### src/hw/rtl/scl_pkg.sv
package scl_pkg;

  localparam int unsigned PosW  = 24;
  localparam int unsigned ViewW = 23;
  localparam int unsigned GainW = 16;
  localparam int unsigned TimeW = 16;
  localparam int unsigned IdxW  = 3;

  localparam logic signed [PosW-1:0] POS_MAX = 24'sh7FFFFF;
  localparam logic signed [PosW-1:0] POS_MIN = 24'sh800000;

  localparam logic [ViewW-1:0] VIEW_W_RESET = 23'd81920;
  localparam logic [ViewW-1:0] VIEW_H_RESET = 23'd46080;
  localparam logic [GainW-1:0] GAIN_RESET   = 16'd1280;

  // squared distance below one pixel, Q.16
  localparam logic [49:0] SNAP_SQ = 50'd65536;

  typedef enum logic [1:0] {
    ACT_FOLLOW = 2'd0,
    ACT_MOVE   = 2'd1,
    ACT_SET    = 2'd2
  } action_t;

  typedef enum logic [IdxW-1:0] {
    REG_VIEW_W   = 3'd0,
    REG_VIEW_H   = 3'd1,
    REG_BOUNDS_EN = 3'd2,
    REG_LEFT     = 3'd3,
    REG_TOP      = 3'd4,
    REG_WIDTH    = 3'd5,
    REG_HEIGHT   = 3'd6,
    REG_GAIN     = 3'd7
  } reg_idx_t;

  typedef struct packed {
    logic [ViewW-1:0] viewport_width;
    logic [ViewW-1:0] viewport_height;
    logic             bounds_enable;
    logic [PosW-1:0]  bounds_left;
    logic [PosW-1:0]  bounds_top;
    logic [PosW-1:0]  bounds_width;
    logic [PosW-1:0]  bounds_height;
    logic [GainW-1:0] follow_gain;
  } cfg_t;

  typedef enum logic [2:0] {
    MUL_NONE   = 3'd0,
    MUL_SQ_X   = 3'd1,
    MUL_SQ_Y   = 3'd2,
    MUL_ALPHA  = 3'd3,
    MUL_STEP_X = 3'd4,
    MUL_STEP_Y = 3'd5
  } mul_op_t;

  typedef struct packed {
    logic    load;
    logic    prep;
    logic    diff;
    mul_op_t mul_op;
    logic    acc_x;
    logic    acc_y;
    logic    round_x;
    logic    round_y;
    logic    snap;
    logic    apply;
    logic    clamp;
  } cmd_t;

  typedef struct packed {
    logic follow;
    logic snap;
  } status_t;

endpackage

### src/hw/rtl/scl_if.sv
interface scl_item_if;
  logic               valid;
  logic               ready;
  logic [1:0]         action;
  logic signed [23:0] value_x;
  logic signed [23:0] value_y;
  logic [15:0]        frame_time;
  logic               target_valid;

  modport source (output valid, action, value_x, value_y, frame_time, target_valid,
                  input ready);
  modport sink (input valid, action, value_x, value_y, frame_time, target_valid,
                output ready);
endinterface

interface scl_result_if;
  logic               valid;
  logic               ready;
  logic signed [23:0] pos_x;
  logic signed [23:0] pos_y;

  modport source (output valid, pos_x, pos_y, input ready);
  modport sink (input valid, pos_x, pos_y, output ready);
endinterface

interface scl_cfg_if;
  logic        valid;
  logic        ready;
  logic [2:0]  index;
  logic [23:0] data;

  modport source (output valid, index, data, input ready);
  modport sink (input valid, index, data, output ready);
endinterface

### src/hw/rtl/scl_regs.sv
module scl_regs (
  input  logic         clk,
  input  logic         rst,
  scl_cfg_if.sink      cfg,
  output scl_pkg::cfg_t regs
);
  import scl_pkg::*;

  assign cfg.ready = 1'b1;

  always_ff @(posedge clk) begin
    if (rst) begin
      regs.viewport_width  <= VIEW_W_RESET;
      regs.viewport_height <= VIEW_H_RESET;
      regs.bounds_enable   <= 1'b0;
      regs.bounds_left     <= '0;
      regs.bounds_top      <= '0;
      regs.bounds_width    <= '0;
      regs.bounds_height   <= '0;
      regs.follow_gain     <= GAIN_RESET;
    end else if (cfg.valid && cfg.ready) begin
      unique case (reg_idx_t'(cfg.index))
        REG_VIEW_W:    regs.viewport_width  <= cfg.data[ViewW-1:0];
        REG_VIEW_H:    regs.viewport_height <= cfg.data[ViewW-1:0];
        REG_BOUNDS_EN: regs.bounds_enable   <= cfg.data[0];
        REG_LEFT:      regs.bounds_left     <= cfg.data;
        REG_TOP:       regs.bounds_top      <= cfg.data;
        REG_WIDTH:     regs.bounds_width    <= cfg.data;
        REG_HEIGHT:    regs.bounds_height   <= cfg.data;
        REG_GAIN:      regs.follow_gain     <= cfg.data[GainW-1:0];
        default: ;
      endcase
    end
  end

endmodule

### src/hw/rtl/scl_datapath.sv
module scl_datapath (
  input  logic                  clk,
  input  logic                  rst,
  input  scl_pkg::cfg_t         regs,
  input  scl_pkg::cmd_t         cmd,
  output scl_pkg::status_t      status,
  input  logic [1:0]            action,
  input  logic signed [23:0]    value_x,
  input  logic signed [23:0]    value_y,
  input  logic [15:0]           frame_time,
  input  logic                  target_valid,
  output logic signed [23:0]    pos_x,
  output logic signed [23:0]    pos_y
);
  import scl_pkg::*;

  function automatic logic signed [23:0] sat_pos(input logic signed [27:0] v);
    if (v > 28'(POS_MAX)) return POS_MAX;
    else if (v < 28'(POS_MIN)) return POS_MIN;
    else return v[23:0];
  endfunction

  // whole pixel, half away from zero, back to Q16.8
  function automatic logic signed [23:0] round_pos(input logic signed [58:0] v);
    logic signed [58:0] r;
    logic signed [26:0] pix;
    r   = v + $signed({27'd0, ~v[58], {31{v[58]}}});
    pix = r[58:32];
    if (pix > 27'sd32767) return POS_MAX;
    else if (pix < -27'sd32768) return POS_MIN;
    else return {pix[15:0], 8'd0};
  endfunction

  function automatic logic signed [23:0] upper_limit(input logic [23:0] origin,
                                                     input logic [23:0] size,
                                                     input logic [22:0] view);
    logic signed [27:0] h;
    h = 28'($signed(origin)) + 28'($signed(size)) - $signed({5'd0, view});
    if (h < 28'($signed(origin))) h = 28'($signed(origin));
    return sat_pos(h);
  endfunction

  logic [1:0]          act;
  logic signed [23:0]  vx, vy;
  logic [15:0]         ft;
  logic                tv;
  logic signed [23:0]  scroll_x, scroll_y;
  logic signed [23:0]  des_x, des_y;
  logic signed [23:0]  hi_x, hi_y;
  logic signed [24:0]  dx, dy;
  logic signed [57:0]  prod;
  logic [48:0]         sq;
  logic [31:0]         alpha;
  logic signed [58:0]  vsum;
  logic signed [24:0]  mul_a;
  logic signed [32:0]  mul_b;
  logic                clamp_en;

  always_ff @(posedge clk) begin
    if (cmd.load) begin
      act <= action;
      vx  <= value_x;
      vy  <= value_y;
      ft  <= frame_time;
      tv  <= target_valid;
    end
  end

  assign status.follow = (action_t'(act) == ACT_FOLLOW) && tv;
  assign status.snap   = ({1'b0, sq} + {1'b0, prod[48:0]}) < SNAP_SQ;

  always_ff @(posedge clk) begin
    if (cmd.prep) begin
      des_x <= sat_pos(28'(vx) - $signed({6'd0, regs.viewport_width[22:1]}));
      des_y <= sat_pos(28'(vy) - $signed({6'd0, regs.viewport_height[22:1]}));
      hi_x  <= upper_limit(regs.bounds_left, regs.bounds_width, regs.viewport_width);
      hi_y  <= upper_limit(regs.bounds_top, regs.bounds_height, regs.viewport_height);
    end
    if (cmd.diff) begin
      dx <= 25'(des_x) - 25'(scroll_x);
      dy <= 25'(des_y) - 25'(scroll_y);
    end
  end

  // shared multiplier
  always_comb begin
    unique case (cmd.mul_op)
      MUL_SQ_X: begin
        mul_a = dx;
        mul_b = 33'(dx);
      end
      MUL_SQ_Y: begin
        mul_a = dy;
        mul_b = 33'(dy);
      end
      MUL_ALPHA: begin
        mul_a = $signed({9'd0, regs.follow_gain});
        mul_b = $signed({17'd0, ft});
      end
      MUL_STEP_X: begin
        mul_a = dx;
        mul_b = $signed({1'b0, prod[31:0]});
      end
      MUL_STEP_Y: begin
        mul_a = dy;
        mul_b = $signed({1'b0, alpha});
      end
      default: begin
        mul_a = '0;
        mul_b = '0;
      end
    endcase
  end

  always_ff @(posedge clk) begin
    if (cmd.mul_op != MUL_NONE) prod <= mul_a * mul_b;
    if (cmd.mul_op == MUL_SQ_Y) sq <= prod[48:0];
    if (cmd.mul_op == MUL_STEP_X) alpha <= prod[31:0];
    if (cmd.acc_x) vsum <= $signed({{11{scroll_x[23]}}, scroll_x, 24'd0}) + 59'(prod);
    else if (cmd.acc_y) vsum <= $signed({{11{scroll_y[23]}}, scroll_y, 24'd0}) + 59'(prod);
  end

  assign clamp_en = regs.bounds_enable && ($signed(regs.bounds_width) > 24'sd0)
                    && ($signed(regs.bounds_height) > 24'sd0);

  always_ff @(posedge clk) begin
    if (rst) begin
      scroll_x <= '0;
      scroll_y <= '0;
    end else begin
      if (cmd.snap) begin
        scroll_x <= des_x;
        scroll_y <= des_y;
      end
      if (cmd.round_x) scroll_x <= round_pos(vsum);
      if (cmd.round_y) scroll_y <= round_pos(vsum);
      if (cmd.apply) begin
        unique case (action_t'(act))
          ACT_MOVE: begin
            scroll_x <= sat_pos(28'(scroll_x) + 28'(vx));
            scroll_y <= sat_pos(28'(scroll_y) + 28'(vy));
          end
          ACT_SET: begin
            scroll_x <= vx;
            scroll_y <= vy;
          end
          default: ;
        endcase
      end
      if (cmd.clamp && clamp_en) begin
        if (scroll_x < $signed(regs.bounds_left)) scroll_x <= regs.bounds_left;
        else if (scroll_x > hi_x) scroll_x <= hi_x;
        if (scroll_y < $signed(regs.bounds_top)) scroll_y <= regs.bounds_top;
        else if (scroll_y > hi_y) scroll_y <= hi_y;
      end
    end
  end

  assign pos_x = scroll_x;
  assign pos_y = scroll_y;

endmodule

### src/hw/rtl/scl_ctrl.sv
module scl_ctrl (
  input  logic             clk,
  input  logic             rst,
  input  logic             item_valid,
  output logic             item_ready,
  output logic             result_valid,
  input  logic             result_ready,
  input  scl_pkg::status_t status,
  output scl_pkg::cmd_t    cmd
);
  import scl_pkg::*;

  typedef enum logic [13:0] {
    S_IDLE   = 14'b00000000000001,
    S_PREP   = 14'b00000000000010,
    S_DIFF   = 14'b00000000000100,
    S_SQX    = 14'b00000000001000,
    S_SQY    = 14'b00000000010000,
    S_ALPHA  = 14'b00000000100000,
    S_SNAP   = 14'b00000001000000,
    S_MULX   = 14'b00000010000000,
    S_MULY   = 14'b00000100000000,
    S_RNDX   = 14'b00001000000000,
    S_RNDY   = 14'b00010000000000,
    S_APPLY  = 14'b00100000000000,
    S_CLAMP  = 14'b01000000000000,
    S_RESULT = 14'b10000000000000
  } state_t;

  state_t state, state_next;

  assign item_ready   = (state == S_IDLE);
  assign result_valid = (state == S_RESULT);

  always_ff @(posedge clk) begin
    if (rst) state <= S_IDLE;
    else state <= state_next;
  end

  always_comb begin
    state_next = state;
    cmd        = '0;
    unique case (state)
      S_IDLE: begin
        cmd.load = item_valid;
        if (item_valid) state_next = S_PREP;
      end
      S_PREP: begin
        cmd.prep   = 1'b1;
        state_next = status.follow ? S_DIFF : S_APPLY;
      end
      S_DIFF: begin
        cmd.diff   = 1'b1;
        state_next = S_SQX;
      end
      S_SQX: begin
        cmd.mul_op = MUL_SQ_X;
        state_next = S_SQY;
      end
      S_SQY: begin
        cmd.mul_op = MUL_SQ_Y;
        state_next = S_ALPHA;
      end
      S_ALPHA: begin
        cmd.mul_op = MUL_ALPHA;
        state_next = status.snap ? S_SNAP : S_MULX;
      end
      S_SNAP: begin
        cmd.snap   = 1'b1;
        state_next = S_CLAMP;
      end
      S_MULX: begin
        cmd.mul_op = MUL_STEP_X;
        state_next = S_MULY;
      end
      S_MULY: begin
        cmd.mul_op = MUL_STEP_Y;
        cmd.acc_x  = 1'b1;
        state_next = S_RNDX;
      end
      S_RNDX: begin
        cmd.round_x = 1'b1;
        cmd.acc_y   = 1'b1;
        state_next  = S_RNDY;
      end
      S_RNDY: begin
        cmd.round_y = 1'b1;
        state_next  = S_CLAMP;
      end
      S_APPLY: begin
        cmd.apply  = 1'b1;
        state_next = S_CLAMP;
      end
      S_CLAMP: begin
        cmd.clamp  = 1'b1;
        state_next = S_RESULT;
      end
      S_RESULT: begin
        if (result_ready) state_next = S_IDLE;
      end
      default: state_next = S_IDLE;
    endcase
  end

endmodule

### src/hw/rtl/smoothed_follow_scroll_clamp.sv
// smoothed follow scroll with bounds clamp. keeps a signed Q16.8 scroll position
// and returns it once per input transaction. action 0 (follow) aims at the target
// minus half the viewport: within one pixel it snaps there, otherwise it moves
// alpha = follow_gain * frame_time times the distance and rounds each axis to a
// whole pixel, half away from zero. action 1 adds an offset with saturation,
// action 2 loads a position, action 3 and a follow without target_valid keep the
// position. after every transaction the position is clamped to the bounds
// rectangle when bounds are on and both sizes are positive. one transaction is
// worked on at a time: a follow steps through prep, diff, both squares, alpha,
// then axis steps and roundings or a snap; a move or set through prep and apply;
// all end in clamp and a result that waits for ready. the follow path uses the
// single shared 25x33 multiplier in turn for dx^2, dy^2, alpha and both axis
// steps. config writes apply at once and can reach a transaction in progress.
module smoothed_follow_scroll_clamp (
  input logic          clk,
  input logic          rst,
  scl_item_if.sink     item,
  scl_result_if.source result,
  scl_cfg_if.sink      cfg
);
  import scl_pkg::*;

  cfg_t    regs;
  cmd_t    cmd;
  status_t status;

  // configuration register file
  scl_regs u_regs (
    .clk  (clk),
    .rst  (rst),
    .cfg  (cfg),
    .regs (regs)
  );

  // sequencer: accepts a transaction, steps the datapath, presents the result
  scl_ctrl u_ctrl (
    .clk          (clk),
    .rst          (rst),
    .item_valid   (item.valid),
    .item_ready   (item.ready),
    .result_valid (result.valid),
    .result_ready (result.ready),
    .status       (status),
    .cmd          (cmd)
  );

  // scroll state, shared multiplier, rounding and clamp
  scl_datapath u_datapath (
    .clk          (clk),
    .rst          (rst),
    .regs         (regs),
    .cmd          (cmd),
    .status       (status),
    .action       (item.action),
    .value_x      (item.value_x),
    .value_y      (item.value_y),
    .frame_time   (item.frame_time),
    .target_valid (item.target_valid),
    .pos_x        (result.pos_x),
    .pos_y        (result.pos_y)
  );

endmodule
### src/flat_wrapper.sv
// flat-port wrapper written by rule: the top's interface ports become plain ports
module smoothed_follow_scroll_clamp_flat import scl_pkg::*;
  (clk, rst, item_valid, item_action, item_value_x, item_value_y, item_frame_time, item_target_valid, item_ready, result_valid, result_pos_x, result_pos_y, result_ready, cfg_valid, cfg_index, cfg_data, cfg_ready);
  scl_item_if item_i ();
  scl_result_if result_i ();
  scl_cfg_if cfg_i ();
  input logic clk;
  input logic rst;
  input wire logic [$bits(item_i.valid)-1:0] item_valid;
  input wire logic [$bits(item_i.action)-1:0] item_action;
  input wire logic [$bits(item_i.value_x)-1:0] item_value_x;
  input wire logic [$bits(item_i.value_y)-1:0] item_value_y;
  input wire logic [$bits(item_i.frame_time)-1:0] item_frame_time;
  input wire logic [$bits(item_i.target_valid)-1:0] item_target_valid;
  output wire logic [$bits(item_i.ready)-1:0] item_ready;
  output wire logic [$bits(result_i.valid)-1:0] result_valid;
  output wire logic [$bits(result_i.pos_x)-1:0] result_pos_x;
  output wire logic [$bits(result_i.pos_y)-1:0] result_pos_y;
  input wire logic [$bits(result_i.ready)-1:0] result_ready;
  input wire logic [$bits(cfg_i.valid)-1:0] cfg_valid;
  input wire logic [$bits(cfg_i.index)-1:0] cfg_index;
  input wire logic [$bits(cfg_i.data)-1:0] cfg_data;
  output wire logic [$bits(cfg_i.ready)-1:0] cfg_ready;
  assign item_i.valid = item_valid;
  assign item_i.action = item_action;
  assign item_i.value_x = item_value_x;
  assign item_i.value_y = item_value_y;
  assign item_i.frame_time = item_frame_time;
  assign item_i.target_valid = item_target_valid;
  assign item_ready = item_i.ready;
  assign result_valid = result_i.valid;
  assign result_pos_x = result_i.pos_x;
  assign result_pos_y = result_i.pos_y;
  assign result_i.ready = result_ready;
  assign cfg_i.valid = cfg_valid;
  assign cfg_i.index = cfg_index;
  assign cfg_i.data = cfg_data;
  assign cfg_ready = cfg_i.ready;
  smoothed_follow_scroll_clamp u_core (.clk(clk), .rst(rst), .item(item_i), .result(result_i), .cfg(cfg_i));
endmodule
### config.mk
export PLATFORM = sky130hd
export DESIGN_NAME = smoothed_follow_scroll_clamp_flat
export DESIGN_NICKNAME = d
export VERILOG_FILES = /design/src/hw/rtl/scl_pkg.sv /design/src/hw/rtl/scl_if.sv /design/src/hw/rtl/scl_regs.sv /design/src/hw/rtl/scl_datapath.sv /design/src/hw/rtl/scl_ctrl.sv /design/src/hw/rtl/smoothed_follow_scroll_clamp.sv /design/src/flat_wrapper.sv
export SDC_FILE = /design/constraint.sdc
export NUM_CORES = 2
export LEC_CHECK = 0
export ABC_AREA = 1
export BUFFER_PORTS_ARGS = -buffer_cell sky130_fd_sc_hd__clkbuf_2
export CAP_MARGIN = 10
export CORE_UTILIZATION = 45
export DETAILED_ROUTE_END_ITERATION = 12
export SYNTH_ARGS = -nofsm -noshare
export SYNTH_HDL_FRONTEND = slang
export SYNTH_SLANG_ARGS = --single-unit
### constraint.sdc
create_clock -name clk -period 14.6 [get_ports clk]
set_input_delay 2.92 -clock clk [delete_from_list [all_inputs] [get_ports clk]]
set_output_delay 2.92 -clock clk [all_outputs]
set_load 0.01 [all_outputs]
==> reports/qor_table.md <==
| Item | Reported | Unit |
| --- | --- | --- |
| Setup CP Type | flop to flop | - |
| Die Wd | 418 | µm |
| Crit path launch type | flop | - |
| Fillcell total | 17067 | - |
| Syn Nets | 11722 | - |
| Die Ht | 418 | µm |
| Final sum of negative setup slack | 0 | ps |
| Max Transition Viols Final | 0 | - |
| Worst slack at placement | 3390 | ps |
| Post-CTS sizing | 0 | - |
| Run status | complete, no violations | - |
| Dominant register cell in the synthesized netlist | edfxtp_1 | - |
| Crit-path most repeated cell | fa_1 | - |
| Fraction of the yosys area taken by sequential cells | 0.215 | - |
| Clock latency on the worst-skew pair | 710 | ps |
| Pwr dens | 62.9 | mW/mm² |
| Post-Synthesis Mean Instance Area | 7.70 | µm² |
| Iter 0 DRT Violations | 6163 | - |
| Worst Setup Slack, final | 3130 | ps |
| Aggregate global routing overflow | 0 | - |
| Share of the clock period used by the worst path | 0.786 | - |
| Via count | 68097 | - |
| Total leakage power | 0.0434 | µW |
| Initial antenna violation count | 15 | - |
| Number of maximum-capacitance violations | 0 | - |
| Number of global-route vias before repair | 67702 | - |
| Highest-delay cell along the critical path | nand3_1 | - |
| Number of vias per cell | 5.43 | - |
| CTS Hold Bufs | 0 | - |
| Root Buffer Master | clkbuf_16 | - |
| Number of instances in the synthesized netlist | 10117 | - |
| Req. time, crit path | 15030 | ps |
| Post-synthesis cell type count | 69 | - |
| DRC | 0 | - |
| Number of synthesized flops with an enable pin | 411 | - |
| Critical path arrival | 11900 | ps |
| Net count of the finished layout | 11757 | - |
| GRT Total Usage | 0.326 | - |
| Hold crit path type | flop to flop | - |
| Yosys reg bits | 632 | - |
| Htree depth | 3 | - |
| Highest achievable clock rate | 0.0872 | GHz |
| Core Region | 0.172 | mm² |
| Wire length after detailed routing | 283000 | µm |
| Reg2Reg Depth | 31 | - |
| Clock buffers created by TritonCTS | 76 | - |
| Slew at the pin with the worst max-slew slack | 1180 | ps |
| Peak ir drop on the vdd network | 85.3 | µV |
| Area Overhead vs Synth | 7.69 | % |
| Average wire per cell in the routed design | 22.6 | µm |
| Iteration count of the initial detailed-routing pass | 6 | - |
| Setup repair after global routing missed its margin | no | - |
| Total number of clock tree sinks | 632 | - |
| TritonCTS clock tree | built | - |
| Share of final-layout standard cells stronger than drive strength 1 | 0.0516 | - |
| Detailed-placement wirelength estimate | 231000 | µm |
| Wire length of the first global-routing pass | 426000 | µm |
| Slowest Stage Delay on Critical Path | 910 | ps |
| Count of input and output buffers | 148 | - |
| Post-synthesis instance area | 0.0779 | mm² |
| CTS clk-pin slew, worst paths | 60 | ps |
| Full die area | 0.175 | mm² |
| Skew final | 49.6 | ps |
| Initial Utilization | 0.454 | - |
| Power after layout | 5280 | µW |
| Sequential cell area in the final layout | 0.0168 | mm² |
| Final hold vios | 0 | - |
| Weighted congestion reported at the end of routability-driven placement | 1.02 | - |
| Crit path capture type | flop | - |
| Fin crit period | 11470 | ps |
| Total setup violations reported at the end of the flow | 0 | - |
| Final core area utilization | 0.489 | - |
| Share of synthesized flip-flops with an asynchronous set or reset | 0 | - |
| Buffer levels on the longest clock path | 3 | - |
| Top Ports | 150 | - |
| Number of cells traversed by the worst hold path | 2 | - |
| Multi-input gate area in the final layout | 0.0518 | mm² |
| Headroom to the max-slew limit | 0.206 | - |
| CP Max Fanout | 27 | - |
| Routed Antenna Nets | 0 | - |
| Worst Hold Margin | 490 | ps |
| Number of cell rows | 152 | - |
| Yosys warns | 0 | - |
| Largest net degree at the start of global routing | 97 | - |
| Post-CTS Setup Inserts | 0 | - |
critical path: cells and delay by family (launching register included):
kind,cells,cell delay [ps]
compound gates,4,1280
xor+xnor,1,140
fa+ha+maj,8,4210
buf+inv,7,1170
flops,1,330
simple gates,11,4060
cells in the final DEF, fill, tap and decap left out, types with 11 or more instances in the layout:
| cell type | instances |
|---|---|
| nor3_1 | 62 |
| ha_1 | 610 |
| a31oi_1 | 47 |
| nor2_2 | 15 |
| nand4_1 | 82 |
| a22o_1 | 13 |
| a21o_1 | 45 |
| a21boi_0 | 13 |
| buf_4 | 117 |
| xnor2_1 | 111 |
| o211ai_1 | 42 |
| inv_1 | 2141 |
| nand2_4 | 13 |
| a211oi_1 | 14 |
| o221ai_1 | 11 |
| clkbuf_1 | 15 |
| fa_1 | 895 |
| xor2_1 | 188 |
| nand3_1 | 309 |
| dfxtp_1 | 221 |
| edfxtp_1 | 411 |
| a21oi_1 | 684 |
| a21oi_2 | 22 |
| inv_2 | 29 |
| nand3b_1 | 16 |
| o21a_1 | 17 |
| nor4_1 | 29 |
| clkbuf_16 | 83 |
| o21bai_1 | 32 |
| o21ai_0 | 638 |
| o21ai_1 | 21 |
| nor2_1 | 739 |
| clkbuf_2 | 148 |
| nand2_1 | 2230 |
stage by stage:
stage | cell area, µm² | cells
floorplan | 77900 | 10117
global placement | 81200 | 12382
detailed placement | 81200 | 12382
CTS | 83900 | 12521
global route | 83900 | 12523
finish | 83900 | 12530
sequential cells by signal (all words and copies together), names as in the netlist:
| name | flops |
|---|---|
| u_core.u_datapath.hi_x | 24 |
| u_core.u_datapath.tv | 1 |
| u_core.u_datapath.pos_y | 24 |
| u_core.u_datapath.hi_y | 24 |
| u_core.u_datapath.vy | 24 |
| u_core.u_datapath.pos_x | 24 |
| u_core.u_datapath.vsum | 59 |
| u_core.u_datapath.des_x | 24 |
| u_core.u_datapath.prod | 58 |
| u_core.u_datapath.dy | 25 |
| u_core.u_datapath.alpha | 32 |
| u_core.u_datapath.vx | 24 |
| u_core.u_datapath.act | 2 |
| u_core.u_datapath.sq | 49 |
| u_core.u_datapath.des_y | 24 |
| u_core.u_datapath.ft | 16 |
| u_core.u_datapath.dx | 25 |
| u_core.u_regs.regs | 159 |
| u_core.u_ctrl.state | 14 |
where the power goes:
| part | total [µW] | switching [µW] | internal [µW] |
|---|---|---|---|
| clock | 2050 | 883 | 1170 |
| sequential | 2060 | 59.4 | 2000 |
| combinational | 1170 | 785 | 385 |
synth_stat cells, types with 7 or more instances:
| library cell | count | area (µm²) |
|---|---|---|
| o221ai_1 | 12 | 105 |
| or2_2 | 9 | 56.3 |
| clkbuf_1 | 206 | 773 |
| nor2_1 | 744 | 2790 |
| ha_1 | 611 | 7640 |
| a21oi_2 | 22 | 193 |
| a211oi_1 | 14 | 105 |
| nand3_1 | 310 | 1550 |
| nor4_1 | 30 | 188 |
| a31oi_1 | 47 | 294 |
| nand4_1 | 82 | 513 |
| nor2_2 | 11 | 68.8 |
| and3_1 | 7 | 43.8 |
| o22ai_1 | 16 | 100 |
| o21ai_1 | 20 | 100 |
| fa_1 | 895 | 17900 |
| nand2_4 | 13 | 146 |
| dfxtp_1 | 221 | 4420 |
| xor2_1 | 188 | 1650 |
| buf_2 | 90 | 450 |
| inv_1 | 2142 | 8040 |
| inv_2 | 28 | 105 |
| a22o_1 | 13 | 114 |
| o21a_1 | 17 | 128 |
| nor3_1 | 64 | 320 |
| nand3b_1 | 16 | 120 |
| xnor2_1 | 111 | 972 |
| nand2_1 | 2232 | 8380 |
| a21boi_0 | 13 | 97.6 |
| a21o_1 | 45 | 338 |
| edfxtp_1 | 411 | 12300 |
| o21bai_1 | 32 | 240 |
| o21ai_0 | 639 | 3200 |
| a21oi_1 | 684 | 3420 |
| o211ai_1 | 42 | 315 |
per-layer routing:
metal / share of wire / vias up / global-route usage / wire length (µm)
li1: - / 31717 / - / -
met1: 0.41 / 33303 / 0.421 / 116000
met2: 0.46 / 2508 / 0.530 / 131000
met3: 0.066 / 565 / 0.0424 / 18700
met4: 0.062 / 4 / 0.177 / 17500
met5: 0.000085 / - / 0 / 24
final cells by class:
cell class | instances | share of cell area
antenna | 7 | 0.000209
clock buffer | 103 | 0.0262
clock inverter | 36 | 0.00508
inverter | 2172 | 0.0972
multi-input combinational | 7003 | 0.617
sequential | 632 | 0.200
tap | 2310 | 0.0344
timing repair buffer | 267 | 0.0199
cell families after synthesis:
group,count (synthesis),synth area share
and+or+nand+nor,3551,0.185
xor gates and xnor gates,300,0.0338
DFF,632,0.215
AOI/OAI and AO/OA,1645,0.116
other,1,0.0000481
adders and majority gates,1506,0.328
buffers and inverters,2482,0.122
path summary, 6_finish.rpt:
kind	from	end	slack (ps)
max	u_core.u_ctrl.state[10]	u_core.u_datapath.prod[54]	3130
min	u_core.u_regs.regs[112]	u_core.u_regs.regs[112]	490
max reg2reg	u_core.u_ctrl.state[10]	u_core.u_datapath.prod[54]	3130
min reg2reg	u_core.u_regs.regs[112]	u_core.u_regs.regs[112]	490
No activity file was read; power rests on OpenSTA's default activity.
